## src/sv/cht_pkg.sv

```systemverilog
// Package for the two-table cuckoo hash block: opcodes, status codes,
// register indexes and defaults. No dependencies.
package cht_pkg;

  localparam int unsigned DefTableDepth = 1024;
  localparam int unsigned DefKeyBits    = 32;
  localparam int unsigned DefValueBits  = 32;

  localparam logic [1:0] OP_INSERT = 2'd0;
  localparam logic [1:0] OP_LOOKUP = 2'd1;
  localparam logic [1:0] OP_REMOVE = 2'd2;
  localparam logic [1:0] OP_CHANGE = 2'd3;

  localparam logic [1:0] ST_OK      = 2'd0;
  localparam logic [1:0] ST_MISSING = 2'd1;
  localparam logic [1:0] ST_PRESENT = 2'd2;
  localparam logic [1:0] ST_FAILED  = 2'd3;

  localparam logic [2:0] REG_H1_MUL = 3'd0;
  localparam logic [2:0] REG_H1_ADD = 3'd1;
  localparam logic [2:0] REG_H2_MUL = 3'd2;
  localparam logic [2:0] REG_H2_ADD = 3'd3;
  localparam logic [2:0] REG_KICKS  = 3'd4;

  localparam logic [31:0] H1_MUL_RESET = 32'd2654435769;
  localparam logic [31:0] H2_MUL_RESET = 32'd2246822519;
  localparam logic [6:0]  KICKS_RESET  = 7'd16;

endpackage

```

## src/sv/cht_hash.sv

```systemverilog
// Registered multiply-add-shift hash: one product per cycle; product and index are both registered.
// Depends on cht_pkg.
module cht_hash import cht_pkg::*; #(
  parameter int unsigned TABLE_DEPTH = DefTableDepth,
  parameter int unsigned KEY_BITS    = DefKeyBits,
  localparam int unsigned IW = (TABLE_DEPTH > 1) ? $clog2(TABLE_DEPTH) : 1
) (
  input  logic                clk,
  input  logic [KEY_BITS-1:0] key,
  input  logic [31:0]         mul,
  input  logic [31:0]         add,
  output logic [IW-1:0]       index
);

  logic [31:0] prod;
  logic [31:0] h;
  logic [IW:0] raw;
  logic [KEY_BITS+31:0] key_ext;

  assign key_ext = {32'd0, key};

  // Stage one: low 32 bits of the product.
  always_ff @(posedge clk) begin
    prod <= mul * key_ext[31:0];
  end

  // Stage two: add, take the top index bits, fold once into the depth.
  always_comb begin
    h   = prod + add;
    raw = {1'b0, h[31 -: IW]};
    if (raw >= (IW+1)'(TABLE_DEPTH)) begin
      raw = raw - (IW+1)'(TABLE_DEPTH);
    end
  end

  always_ff @(posedge clk) begin
    index <= raw[IW-1:0];
  end

endmodule

```

## config.mk

```make
export PLATFORM = sky130hd
export DESIGN_NAME = cht_hash
export DESIGN_NICKNAME = d
export VERILOG_FILES = /design/src/sv/cht_pkg.sv /design/src/sv/cht_hash.sv
export SDC_FILE = /design/constraint.sdc
export NUM_CORES = 1
export LEC_CHECK = 0
export BUFFER_PORTS_ARGS = -buffer_cell sky130_fd_sc_hd__buf_2
export CELL_PAD_IN_SITES_DETAIL_PLACEMENT = 1
export CELL_PAD_IN_SITES_GLOBAL_PLACEMENT = 2
export CORE_MARGIN = 2
export CORE_UTILIZATION = 41
export CTS_CLUSTER_DIAMETER = 40
export CTS_CLUSTER_SIZE = 10
export DETAILED_ROUTE_END_ITERATION = 7
export GPL_TIMING_DRIVEN = 1
export PLACE_DENSITY_LB_ADDON = 0.1
export SYNTH_ARGS = -nofsm -noshare
export SYNTH_HDL_FRONTEND = slang
export SYNTH_SLANG_ARGS = --single-unit
```

## constraint.sdc

```tcl
create_clock -name clk -period 8.9 [get_ports clk]
set_clock_uncertainty 0.05 [all_clocks]
set_input_delay 0 -clock clk [delete_from_list [all_inputs] [get_ports clk]]
set_output_delay 0 -clock clk [all_outputs]
set_load 0.02 [all_outputs]
```

After elaboration in Yosys (flattened, before gate mapping)
Index checks and enable logic that the tools add are counted.

Logic and storage cells: 4. Input bits: 97. Output and inout bits: 10. Memories kept: 0. Bits in read-only memories: 0. Register bits: 42. Latch bits: 0. RAM bits: 0.

Bitwise gates (word level): 0. Order comparisons: 0. Shift-type cells: 0. Equality and inequality tests: 0. Muxes and demuxes: 0. Add/sub/neg operators: 1. Reductions and logical operators: 0. Multipliers: 1. Divide/modulo/power cells: 0.

Operators by type and width (number): adder 32 bit (1); multiplier 32 x 32 -> 32 bit (1).

Depth between registers and ports, before layout
Gate-level depths: netlist of the first run.

Depth in word-level cells: 1. Gate-level depth with buffers: 27. Gate-level depth less buffers: 24.

Least setup slack after synthesis of the first run
No wires, ideal clock.

Path kind: input-to-reg. From: in key[2]. To: reg prod[30]. Stages: 24. Path buffers: 3. Arrival: 6620 ps. Library setup time: 72 ps. Path slack: 2158 ps. Required time: 8778 ps. Path through: clkbuf_1 -> clkbuf_1 -> nand2_1 -> fa_1 -> fa_1 -> fa_1 -> fa_1 -> inv_1 -> fa_1 -> inv_1 -> fa_1 -> fa_1 -> fa_1 -> inv_1 -> ha_1 -> clkbuf_1 -> and3_1 -> and2_0 -> a221oi_1 -> o211ai_1 -> a2111oi_2 -> o31ai_1 -> a21oi_1 -> xnor2_1.

Longest elaborated chain between the ends: 1.

Ends and longest elaborated chain: start, declared (RTL line cht_hash.sv:9) `input logic [KEY_BITS-1:0] key,`; multiplier 32 x 32 -> 32 bit (RTL line cht_hash.sv:24) `prod <= mul * key_ext[31:0];`; end signal, assigned (RTL line cht_hash.sv:24); end, declared (RTL line cht_hash.sv:15) `logic [31:0] prod;`.

Every way passes these cells.

Final worst setup path of the first run
Ends and elaborated chain as after synthesis.

==> results of run 1 <==
==> final cells by class <==
cell class / instances / area share [%]
multi-input cells: 1380 / 79.8
repair buffers: 109 / 3.00
clock inverters: 3 / 0.243
well taps: 539 / 3.64
inverters: 402 / 8.14
clock buffers: 5 / 0.675
flip-flops and latches: 42 / 4.53
==> worst max-delay path, stage by stage <==
cell and delay [ns]:
buf_2 0.43, nand2_1 0.16, fa_1 0.58, fa_1 0.43, fa_1 0.50, fa_1 0.56
inv_1 0.06, fa_1 0.50, inv_1 0.06, fa_1 0.54, fa_1 0.42, fa_1 0.49
inv_1 0.04, ha_1 0.39, and3_1 0.27, and2_0 0.17, a221oi_1 0.31, o211ai_1 0.22
a2111oi_2 0.41, o31ai_1 0.13, a21oi_1 0.19, xnor2_1 0.13
==> path summary, 6_finish.rpt <==
kind,slack (ns),to,depth (start not counted)
hold reg to reg,0.52,index[9],2
setup / recovery,2.06,prod[30],22
hold / removal,0.02,index[8],3
setup reg to reg,6.14,index[7],9
==> stage by stage <==
step | setup WS, ns | cells | utilization (%) | hold WS (ns) | cell area, sq um
CTS | 2.05 | 2480 | 44.1 | 0.0163 | 18500
finish | 2.06 | 2480 | 44.1 | 0.0196 | 18500
floorplan | 2.16 | 1916 | - | 0.0773 | 17500
global route | 1.59 | 2480 | 44.1 | 0.0525 | 18500
global placement | 1.79 | 2471 | 43.7 | 0.270 | 18400
detailed placement | 1.73 | 2471 | 43.7 | 0.282 | 18400
==> layout by cell type (no fill, tap or decap), types with 3 or more instances in the layout <==
master | Yosys | final
o21a_1 | 6 | 6
nand2b_1 | 3 | 3
nor3_1 | 7 | 7
clkbuf_16 | 0 | 5
xor2_1 | 24 | 24
and2_1 | 272 | 272
and3_1 | 5 | 5
xnor2_1 | 68 | 68
buf_2 | 0 | 106
o21ai_0 | 17 | 17
nand2_1 | 278 | 278
fa_1 | 408 | 408
o21bai_1 | 4 | 4
a211oi_1 | 4 | 4
a21o_1 | 17 | 17
nand4_1 | 8 | 8
dfxtp_1 | 42 | 42
ha_1 | 153 | 153
o31ai_1 | 3 | 3
a211o_1 | 3 | 3
inv_1 | 402 | 402
a21oi_1 | 30 | 30
nand3_1 | 5 | 5
nor2_1 | 20 | 20
==> per-layer routing <==
metal | up-vias | wire length (microns)
li1 | 5691 | -
met5 | - | 0
met1 | 6732 | 23600
met3 | 31 | 1060
met4 | 0 | 794
met2 | 159 | 25300
==> sequential cells by signal, indices dropped and copies added, names as in the netlist <==
register and count:
prod 32, index 10
==> cell families (layout without fill, tap and decap cells) <==
group | after synthesis | count (layout) | share of synthesized area, %
simple gates | 611 | 611 | 17.6
xor+xnor | 92 | 92 | 4.61
mux | 1 | 1 | 0.0572
fa+ha+maj | 561 | 561 | 57.6
flops | 42 | 42 | 4.81
compound gates | 115 | 115 | 4.69
buf+inv | 494 | 519 | 10.6
==> what timing repair did <==
| item | in CTS | in global routing |
|---|---|---|
| endpoints found under the hold margin | 1 | 0 |
| resized for setup | 0 | 0 |
| hold buffers | 1 | 0 |
==> results.md, run 1 <==
* Status: completed
* Netlist cell types at 55
* Synth Flop Type: dfxtp_1
* Vias in the first global route at 14,751
* DIE AREA at 44,300 sq um
* Max Slew Vio Count at 0
* Setup_tns at 0 ns
* Fin. Hold Viols at 0
* WS Path Type: input pin to flip-flop
* Crit Path Max Fanout at 30
* DR iter-0 viols at 443
* Yosys warns at 0
* Commonest cells in the netlist: fa_1 (408), inv_1 (402), nand2_1 (278)
* Syn avg cell area at 9.13 sq um
* Count of maximum capacitance violations at 0
* TritonCTS clock tree: done
* Die X at 211 microns
* Met1 Use GR at 33.6%
* Die height at 211 microns
* Area leader, netlist: fa_1
* # rows at 75
* Overflow after GRT at 0
* Unrepaired setup endpoints after global routing: false
* F_max at 146 MHz
* Met2 GRT Util at 43.4%
* Headroom to the max-slew limit at 46.9%
* Vias per cell at 5.09
* DRC viols at 0
* Clock-pin slew on the worst setup and hold paths at 0.06 ns
* Nets at 2,598
* Fraction of layout cells with a size suffix above 1 at 6.59%
* Worst Hold Class: input pin to flip-flop
* Measured slew at the worst slew-check pin at 0.796 ns
* Async SR Flop Fraction at 0%
* Pin count of the biggest net entering global routing at 33
* Clock sink count at 42
* Min-delay src: add[30]
* Starting density of the core at 41.6%
* Antenna violations before repair at 0
* Post-synth EDFFs at 0
* Met3 GRT Util at 1.03%
* Total core area at 42,000 sq um
* Vias at 12,613
* Startpoint types: input pin
* Yosys reg bits at 42
* Fill cells at 4,919
* Syn Inst Count at 1,916
* CTS buffer count at 5
* Crit path required time at 9.08 ns
* Syn Nets at 2,574
* WL final at 50,700 microns
* Post-detailed-route count of antenna-violating nets at 0
* Post-layout min period at 6.84 ns
* Post-CTS setup buffers at 0
* First-pass GRT wire length at 82,700 microns
* Reg2reg start: prod[8]
* Synth area leaders: fa_1 (47%), ha_1 (11%), and2_1 (9.7%)
* Drt pass-1 iters at 4
* Post-DP HPWL at 41,800 microns
* Synth Cell Area at 17,500 sq um
* Final setup fails at 0
* Critical Path AT at 7.02 ns
* Longest Clk Path Bufs at 2
* Wirelength per Cell at 20.4 microns
* Multi-input logic area at 14,800 sq um
* Diodes inserted at 0
* Busiest grt layer: met2
* Worst skew pair latency at 0.29 ns
* CP Capture Type: flip-flop
* Routability Congestion at 0.813
* Boundary Pins at 107
* Sequential cell area at 841 sq um
* Area growth syn-to-layout at 6.03%
* CTS root buffer: clkbuf_16
* Period Utilization, post-route at 76.9%
* GRT Total Usage at 24.4%
* Seq/Total Area, Yosys at 4.81%
* Most frequent cell after synthesis: fa_1
* Port-buffer cells at 106
* Worst setup path start: key[2]
* CTS H-tree depth at 2
* Share of the synthesized area in the top cell type at 46.7%
Power of run 1 is left out: the tool's default activity adds up to more than one toggle a clock period on the data nets, which glitch-free logic cannot reach.
==> run 2, diff against run 1 <==
--- a/config.mk
+++ b/config.mk
@@ -5,11 +5,12 @@
 export SDC_FILE = /design/constraint.sdc
 export NUM_CORES = 1
 export LEC_CHECK = 0
+export ABC_AREA = 1
 export BUFFER_PORTS_ARGS = -buffer_cell sky130_fd_sc_hd__buf_2
 export CELL_PAD_IN_SITES_DETAIL_PLACEMENT = 1
 export CELL_PAD_IN_SITES_GLOBAL_PLACEMENT = 2
 export CORE_MARGIN = 2
-export CORE_UTILIZATION = 41
+export CORE_UTILIZATION = 38
 export CTS_CLUSTER_DIAMETER = 40
 export CTS_CLUSTER_SIZE = 10
 export DETAILED_ROUTE_END_ITERATION = 7
==> constraint.sdc (replaced) <==
create_clock -name clk -period 6.93 [get_ports clk]
set_clock_uncertainty 0.05 [all_clocks]
set_input_delay 0 -clock clk [delete_from_list [all_inputs] [get_ports clk]]
set_output_delay 0 -clock clk [all_outputs]
set_load 0.02 [all_outputs]
==> results.md, run 2 <==
* Post-DP HPWL at 57,100 microns (+36%)
* Critical-path cell list: buf_2 -> nand2_1 -> inv_1 -> fa_1 -> inv_1 -> fa_1 -> fa_1 -> fa_1 -> inv_1 -> fa_1 -> fa_1 -> fa_1 -> fa_1 -> ha_1 -> a21oi_1 -> o21ai_0 -> inv_1 -> o21ai_0 -> nand3_1 -> nand2_1 -> a21oi_1 -> inv_1 -> nand3_1 -> nand2_1
* Reg2reg start: prod[13]
* Worst Reg-to-Reg Cells at 9 (unchanged)
* Antenna violations before repair at 0 (unchanged)
* CTS buffer count at 5 (unchanged)
* Cell area after layout at 20,800 sq um (+12%)
* Layout Cells excl Fill at 3,338 (+35%)
* Worst Hold Class: input pin to flip-flop
* Biggest regs: prod (32), index (10)
* Headroom to the max-slew limit at 35.4% (-12 points)
* CP most frequent cell: fa_1
* # rows at 82 (+9.3%)
* Period Utilization, post-route at 95.3%
* Die X at 229 microns (+8.5%)
* F_max at 151 MHz
* Drt pass-1 iters at 5 (+1)
* CTS H-tree depth at 2 (unchanged)
* Post-detailed-route count of antenna-violating nets at 0 (unchanged)
* Overflow after GRT at 0 (unchanged)
* Reg2reg end: index[8]
* Netlist cell types at 44 (-20%)
* Nets at 3,323 (+28%)
* CP max-delay cell: fa_1
* Commonest non-fill, non-tap cells in the layout: nand2_1 (774), inv_1 (767), fa_1 (408)
* Top reg by flops: prod
* Max Slew Vio Count at 0 (unchanged)
* First-pass GRT wire length at 104,000 microns (+26%)
* DRC viols at 0 (unchanged)
* WL final at 65,700 microns (+30%)
* Starting density of the core at 38.3% (-3.3 points)
* CTS root buffer: clkbuf_16
* Commonest cells in the netlist: nand2_1 (774), inv_1 (767), fa_1 (408)
* DP Area at 20,600 sq um (+12%)
* DIE AREA at 52,200 sq um (+18%)
* Boundary Pins at 107 (unchanged)
* Final setup fails at 0 (unchanged)
* Vias per cell at 4.80 (-5.7%)
* Pin count of the biggest net entering global routing at 25 (-24%)
* Yosys warns at 0 (unchanged)
* GRT Total Usage at 26.0% (+1.6 points)
* Synth Cell Area at 19,200 sq um (+9.5%)
* CP max stage delay at 0.56 ns (-0.02 ns)
* Vias at 16,009 (+27%)
* Critical Path AT at 6.70 ns (-0.32 ns)
* Critical Path End: prod[31]
* Die height at 229 microns (+8.5%)
* Area leader, netlist: fa_1
* Syn avg cell area at 7.41 sq um (-19%)
* WS Path Type: input pin to flip-flop
* Port-buffer cells at 106 (unchanged)
* Vias in the first global route at 18,453 (+25%)
* Placed cell count at 3,329 (+35%)
* Synth Flop Type: dfxtp_1
* Max FFs per register at 32 (unchanged)
* Wirelength per Cell at 19.7 microns (-3.7%)
* Share of the synthesized area in the top cell type at 42.6% (-4.1 points)
* Unrepaired setup endpoints after global routing: false
* Area growth syn-to-layout at 8.49%
* Crit path required time at 7.03 ns (-2.05 ns)
* Crit Path Max Fanout at 24 (-20%)
* Post-synth EDFFs at 0 (unchanged)
* Status: completed
* Startpoint types: input pin
* Seq/Total Area, Yosys at 4.39% (-0.42 points)
* Count of maximum capacitance violations at 0 (unchanged)
* Diodes inserted at 0 (unchanged)
* CP Capture Type: flip-flop
* DR iter-0 viols at 557 (+26%)
* Worst skew pair latency at 0.30 ns (about the same)
* Most frequent cell after synthesis: nand2_1
* Longest Clk Path Bufs at 2 (unchanged)
* Fraction of layout cells with a size suffix above 1 at 7.80% (+1.2 points)
* Clock-pin slew on the worst setup and hold paths at 0.07 ns (about the same)
* TritonCTS clock tree: done
* Most common cell after layout, fill and taps aside: nand2_1
* Synth area leaders: fa_1 (43%), nand2_1 (15%), inv_1 (15%)
* Worst setup path start: key[4]
* Fin. Hold Viols at 0 (unchanged)
* Async SR Flop Fraction at 0% (unchanged)
* Routability Congestion at 0.881 (+8.3%)
* Measured slew at the worst slew-check pin at 0.958 ns (+0.163 ns)
* Clock sink count at 42 (unchanged)
* Yosys reg bits at 42 (unchanged)
* Total core area at 50,000 sq um (+19%)
* Syn Inst Count at 2,586 (+35%)
* Syn Nets at 3,244 (+26%)
* Post-layout min period at 6.60 ns
* R2R setup slack at 4.32 ns (-1.82 ns)
[run 2: cell types whose count changed in the layout (fill, tap and decap cells not counted), moves of 7 or more]
cell / before / now
nand2_1: 278 / 774
inv_1: 402 / 767
and2_1: 272 / 0
buf_4: 2 / 67
xnor2_1: 68 / 14
nand3_1: 5 / 58
a21oi_1: 30 / 59
nor2_1: 20 / 49
o21ai_0: 17 / 32
a31oi_1: 2 / 9
[run 2: cell type report]
cell class | instances | area [sq um]
flip-flops and latches | 42 | 841
clock buffers | 6 | 139
fillers | 6311 | 29200
clock inverters | 2 | 12.5
well taps | 672 | 841
inverters | 773 | 2900
multi-input cells | 1666 | 14900
repair buffers | 177 | 1110
[run 2: kinds of logic (layout without fill, tap and decap cells)]
group           after synthesis  after routing  share of synthesized area (%)
compound gates              143            143                           4.56
xor+xnor                     41             41                           1.87
simple gates                921            921                           19.0
flops                        42             42                           4.39
fa+ha+maj                   561            561                           52.6
buf+inv                     878            958                           17.6
[run 2: per-layer routing]
metal	routed length [microns]	share of wire, %	up-vias	track usage (%)
li1	-	-	7503	-
met2	35000	53	239	50.5
met4	1560	2.4	0	5.98
met5	0	0	-	0
met1	27500	42	8189	31.2
met3	1680	2.6	78	1.62
[run 2: per-stage QoR]
step / TNS [ns] / setup WS, ns / utilization [%] / hold slack, ns
6_report: 0 / 0.325 / 41.6 / 0.0679
3_5_place_dp: -0.0126 / -0.0126 / 41.3 / 0.281
3_3_place_gp: 0 / 0.0348 / 41.3 / 0.276
5_1_grt: 0 / 0.000558 / 41.6 / 0.0905
4_1_cts: 0 / 0.278 / 41.6 / 0.0563
2_1_floorplan: 0 / 0.839 / - / 0.166
[run 2: what timing repair did]
action	in CTS	in global routing
setup buffers	0	0
resized for setup	0	1
endpoints found under the setup margin	0	1
endpoints found under the hold margin	1	0
hold buffers	1	0
[run 2: worst min path at each step]
stage               startpoint  endpoint  slack (ns)  depth (start not counted)
detailed placement     add[31]  index[9]        0.28                          3
global placement       add[31]  index[9]        0.28                          3
CTS                    add[30]  index[8]        0.06                          3
finish                 add[30]  index[8]        0.07                          3
global route           add[30]  index[8]        0.09                          3
floorplan              add[31]  index[9]        0.17                          2
[run 2: critical path: cells and delay by family]
family | cells | cell delay [ns]
buffers and inverters | 6 | 0.98
adders and majority gates | 9 | 4.30
and+or+nand+nor | 5 | 0.45
AOI/OAI and AO/OA | 4 | 0.92
Power of run 2 is left out for the same reason.
==> run 3, diff against run 2 <==
--- a/config.mk
+++ b/config.mk
@@ -16,6 +16,7 @@
 export DETAILED_ROUTE_END_ITERATION = 7
 export GPL_TIMING_DRIVEN = 1
 export PLACE_DENSITY_LB_ADDON = 0.1
+export RECOVER_POWER = 25
 export SYNTH_ARGS = -nofsm -noshare
 export SYNTH_HDL_FRONTEND = slang
 export SYNTH_SLANG_ARGS = --single-unit
==> constraint.sdc (replaced) <==
create_clock -name clk -period 6.93 [get_ports clk]
set_clock_uncertainty 0.05 [all_clocks]
set_input_delay 0 -clock clk [delete_from_list [all_inputs] [get_ports clk]]
set_output_delay 0 -clock clk [all_outputs]
set_load 0.1 [all_outputs]
==> results.md, run 3 (synthesized netlist as in run 2, its figures left out) <==
* Status: completed
* Worst skew pair latency at 0.29 ns (about the same)
* Boundary Pins at 107 (unchanged)
* Top reg by flops: prod
* Buf/Inv on CP at 8 (+2)
* Routability Congestion at 0.881 (unchanged)
* Fin. Hold Viols at 0 (unchanged)
* Longest Clk Path Bufs at 2 (unchanged)
* Clock sink count at 42 (unchanged)
* Headroom to the max-slew limit at 10.4% (-25 points)
* Reg2reg start: prod[13]
* Count of maximum capacitance violations at 0 (unchanged)
* Fill cells at 6,310 (-0.016%)
* Nets at 3,323 (unchanged)
* Post-CTS setup buffers at 0 (unchanged)
* CTS buffer count at 5 (unchanged)
* Starting density of the core at 38.3% (unchanged)
* DRC viols at 0 (unchanged)
* WS Path Type: input pin to flip-flop
* Area growth syn-to-layout at 8.40% (about the same)
* Sequential cell area at 841 sq um (unchanged)
* Cell area after layout at 20,800 sq um (about the same)
* Wirelength per Cell at 19.7 microns (about the same)
* Measured slew at the worst slew-check pin at 1.34 ns (+0.385 ns)
* GRT Total Usage at 26.0% (unchanged)
* Post-detailed-route count of antenna-violating nets at 0 (unchanged)
* Placed cell count at 3,329 (unchanged)
* Layout Cells excl Fill at 3,338 (unchanged)
* Multi-input logic area at 14,900 sq um (unchanged)
* Worst setup path start: key[9]
* Setup ws final at 0.315 ns (-0.0105 ns)
* Critical Path AT at 6.71 ns (about the same)
* F_max at 151 MHz (-0.16%)
* R2R setup slack at 4.31 ns (about the same)
* DP Area at 20,600 sq um (unchanged)
* Port-buffer cells at 106 (unchanged)
* Post-layout min period at 6.62 ns (+0.0105 ns)
* Fraction of layout cells with a size suffix above 1 at 7.39% (-0.41 points)
* Commonest non-fill, non-tap cells in the layout: nand2_1 (774), inv_1 (767), fa_1 (408)
* DIE AREA at 52,200 sq um (unchanged)
* Max Slew Vio Count at 0 (unchanged)
* Overflow after GRT at 0 (unchanged)
* CTS H-tree depth at 2 (unchanged)
* CP most frequent cell: fa_1
* Vias per cell at 4.78 (-0.24%)
* Clock-pin slew on the worst setup and hold paths at 0.07 ns (about the same)
* Period Utilization, post-route at 95.5% (+0.15 points)
* Startpoint types: input pin
* WL final at 65,700 microns (about the same)
* # rows at 82 (unchanged)
* Pin count of the biggest net entering global routing at 25 (unchanged)
* Diodes inserted at 0 (unchanged)
* Total core area at 50,000 sq um (unchanged)
* Pre-CTS WS at -0.0126 ns (unchanged)
* Unrepaired setup endpoints after global routing: false
* Crit Path Max Fanout at 18 (-25%)
* Final setup fails at 0 (unchanged)
* Vias in the first global route at 18,453 (unchanged)
* CTS root buffer: clkbuf_16
* Post-DP HPWL at 57,100 microns (unchanged)
* CP max stage delay at 0.54 ns (-0.02 ns)
* Vias at 15,970 (-0.24%)
* Crit path required time at 7.03 ns (about the same)
* Max FFs per register at 32 (unchanged)
* CP max-delay cell: fa_1
* Biggest regs: prod (32), index (10)
* Critical Path End: prod[31]
* Worst Reg-to-Reg Cells at 9 (unchanged)
* Drt pass-1 iters at 5 (unchanged)
* Most common cell after layout, fill and taps aside: nand2_1
* Family with the most delay on the worst path: adder cells
* CP Capture Type: flip-flop
* CP Depth at 25 (+4.2%)
* Die height at 229 microns (unchanged)
* Reg2reg end: index[8]
* DR iter-0 viols at 525 (-5.7%)
* First-pass GRT wire length at 104,000 microns (unchanged)
* TritonCTS clock tree: done
* Worst Hold Class: input pin to flip-flop
* Die X at 229 microns (unchanged)
* Antenna violations before repair at 0 (unchanged)
[run 3: what timing repair did]
item | CTS | global route
setup endpoints to repair | 0 | 1
hold buffers | 1 | 0
resized for setup | 0 | 1
endpoints found under the hold margin | 1 | 0
[run 3: cell type report]
type | count | area share (%)
clock buffers | 6 | 0.669
clock inverters | 2 | 0.0602
multi-input cells | 1666 | 72.0
well taps | 672 | 4.05
inverters | 773 | 14.0
repair buffers | 177 | 5.25
flip-flops and latches | 42 | 4.05
[run 3: worst reg2reg max path, stage by stage, from the launching register on]
cell and delay (ns):
dfxtp_1 0.31, ha_1 0.30, a21oi_1 0.43, o21ai_0 0.41
a21oi_1 0.23, nand2_1 0.15, nand3_1 0.10, nand3_1 0.15
a21oi_1 0.28, xnor2_1 0.15
[run 3: worst min-delay path by stage]
| stage | from | endpoint | slack [ns] | cells after the start |
|---|---|---|---|---|
| after floorplan | add[31] | index[9] | 0.17 | 2 |
| after global placement | add[31] | index[9] | 0.28 | 3 |
| after detailed placement | add[31] | index[9] | 0.28 | 3 |
| after CTS | add[30] | index[8] | 0.06 | 3 |
| after global routing | add[30] | index[8] | 0.09 | 3 |
| final | add[30] | index[8] | 0.07 | 3 |
[run 3: routing by layer]
| layer | vias to the layer above | GRT usage, % | routed length, microns |
|---|---|---|---|
| met5 | - | 0 | 0 |
| met4 | 0 | 5.98 | 1520 |
| met3 | 72 | 1.62 | 1740 |
| met2 | 226 | 50.5 | 35000 |
| met1 | 8172 | 31.2 | 27400 |
| li1 | 7500 | - | - |
[run 3: through the flow]
step,hold WS (ns),util [%],setup TNS (ns)
finish,0.0706,41.6,0
global route,0.0905,41.6,0
CTS,0.0563,41.6,0
detailed placement,0.281,41.3,-0.0126
global placement,0.276,41.3,0
floorplan,0.166,-,0
Power of run 3 is left out for the same reason.
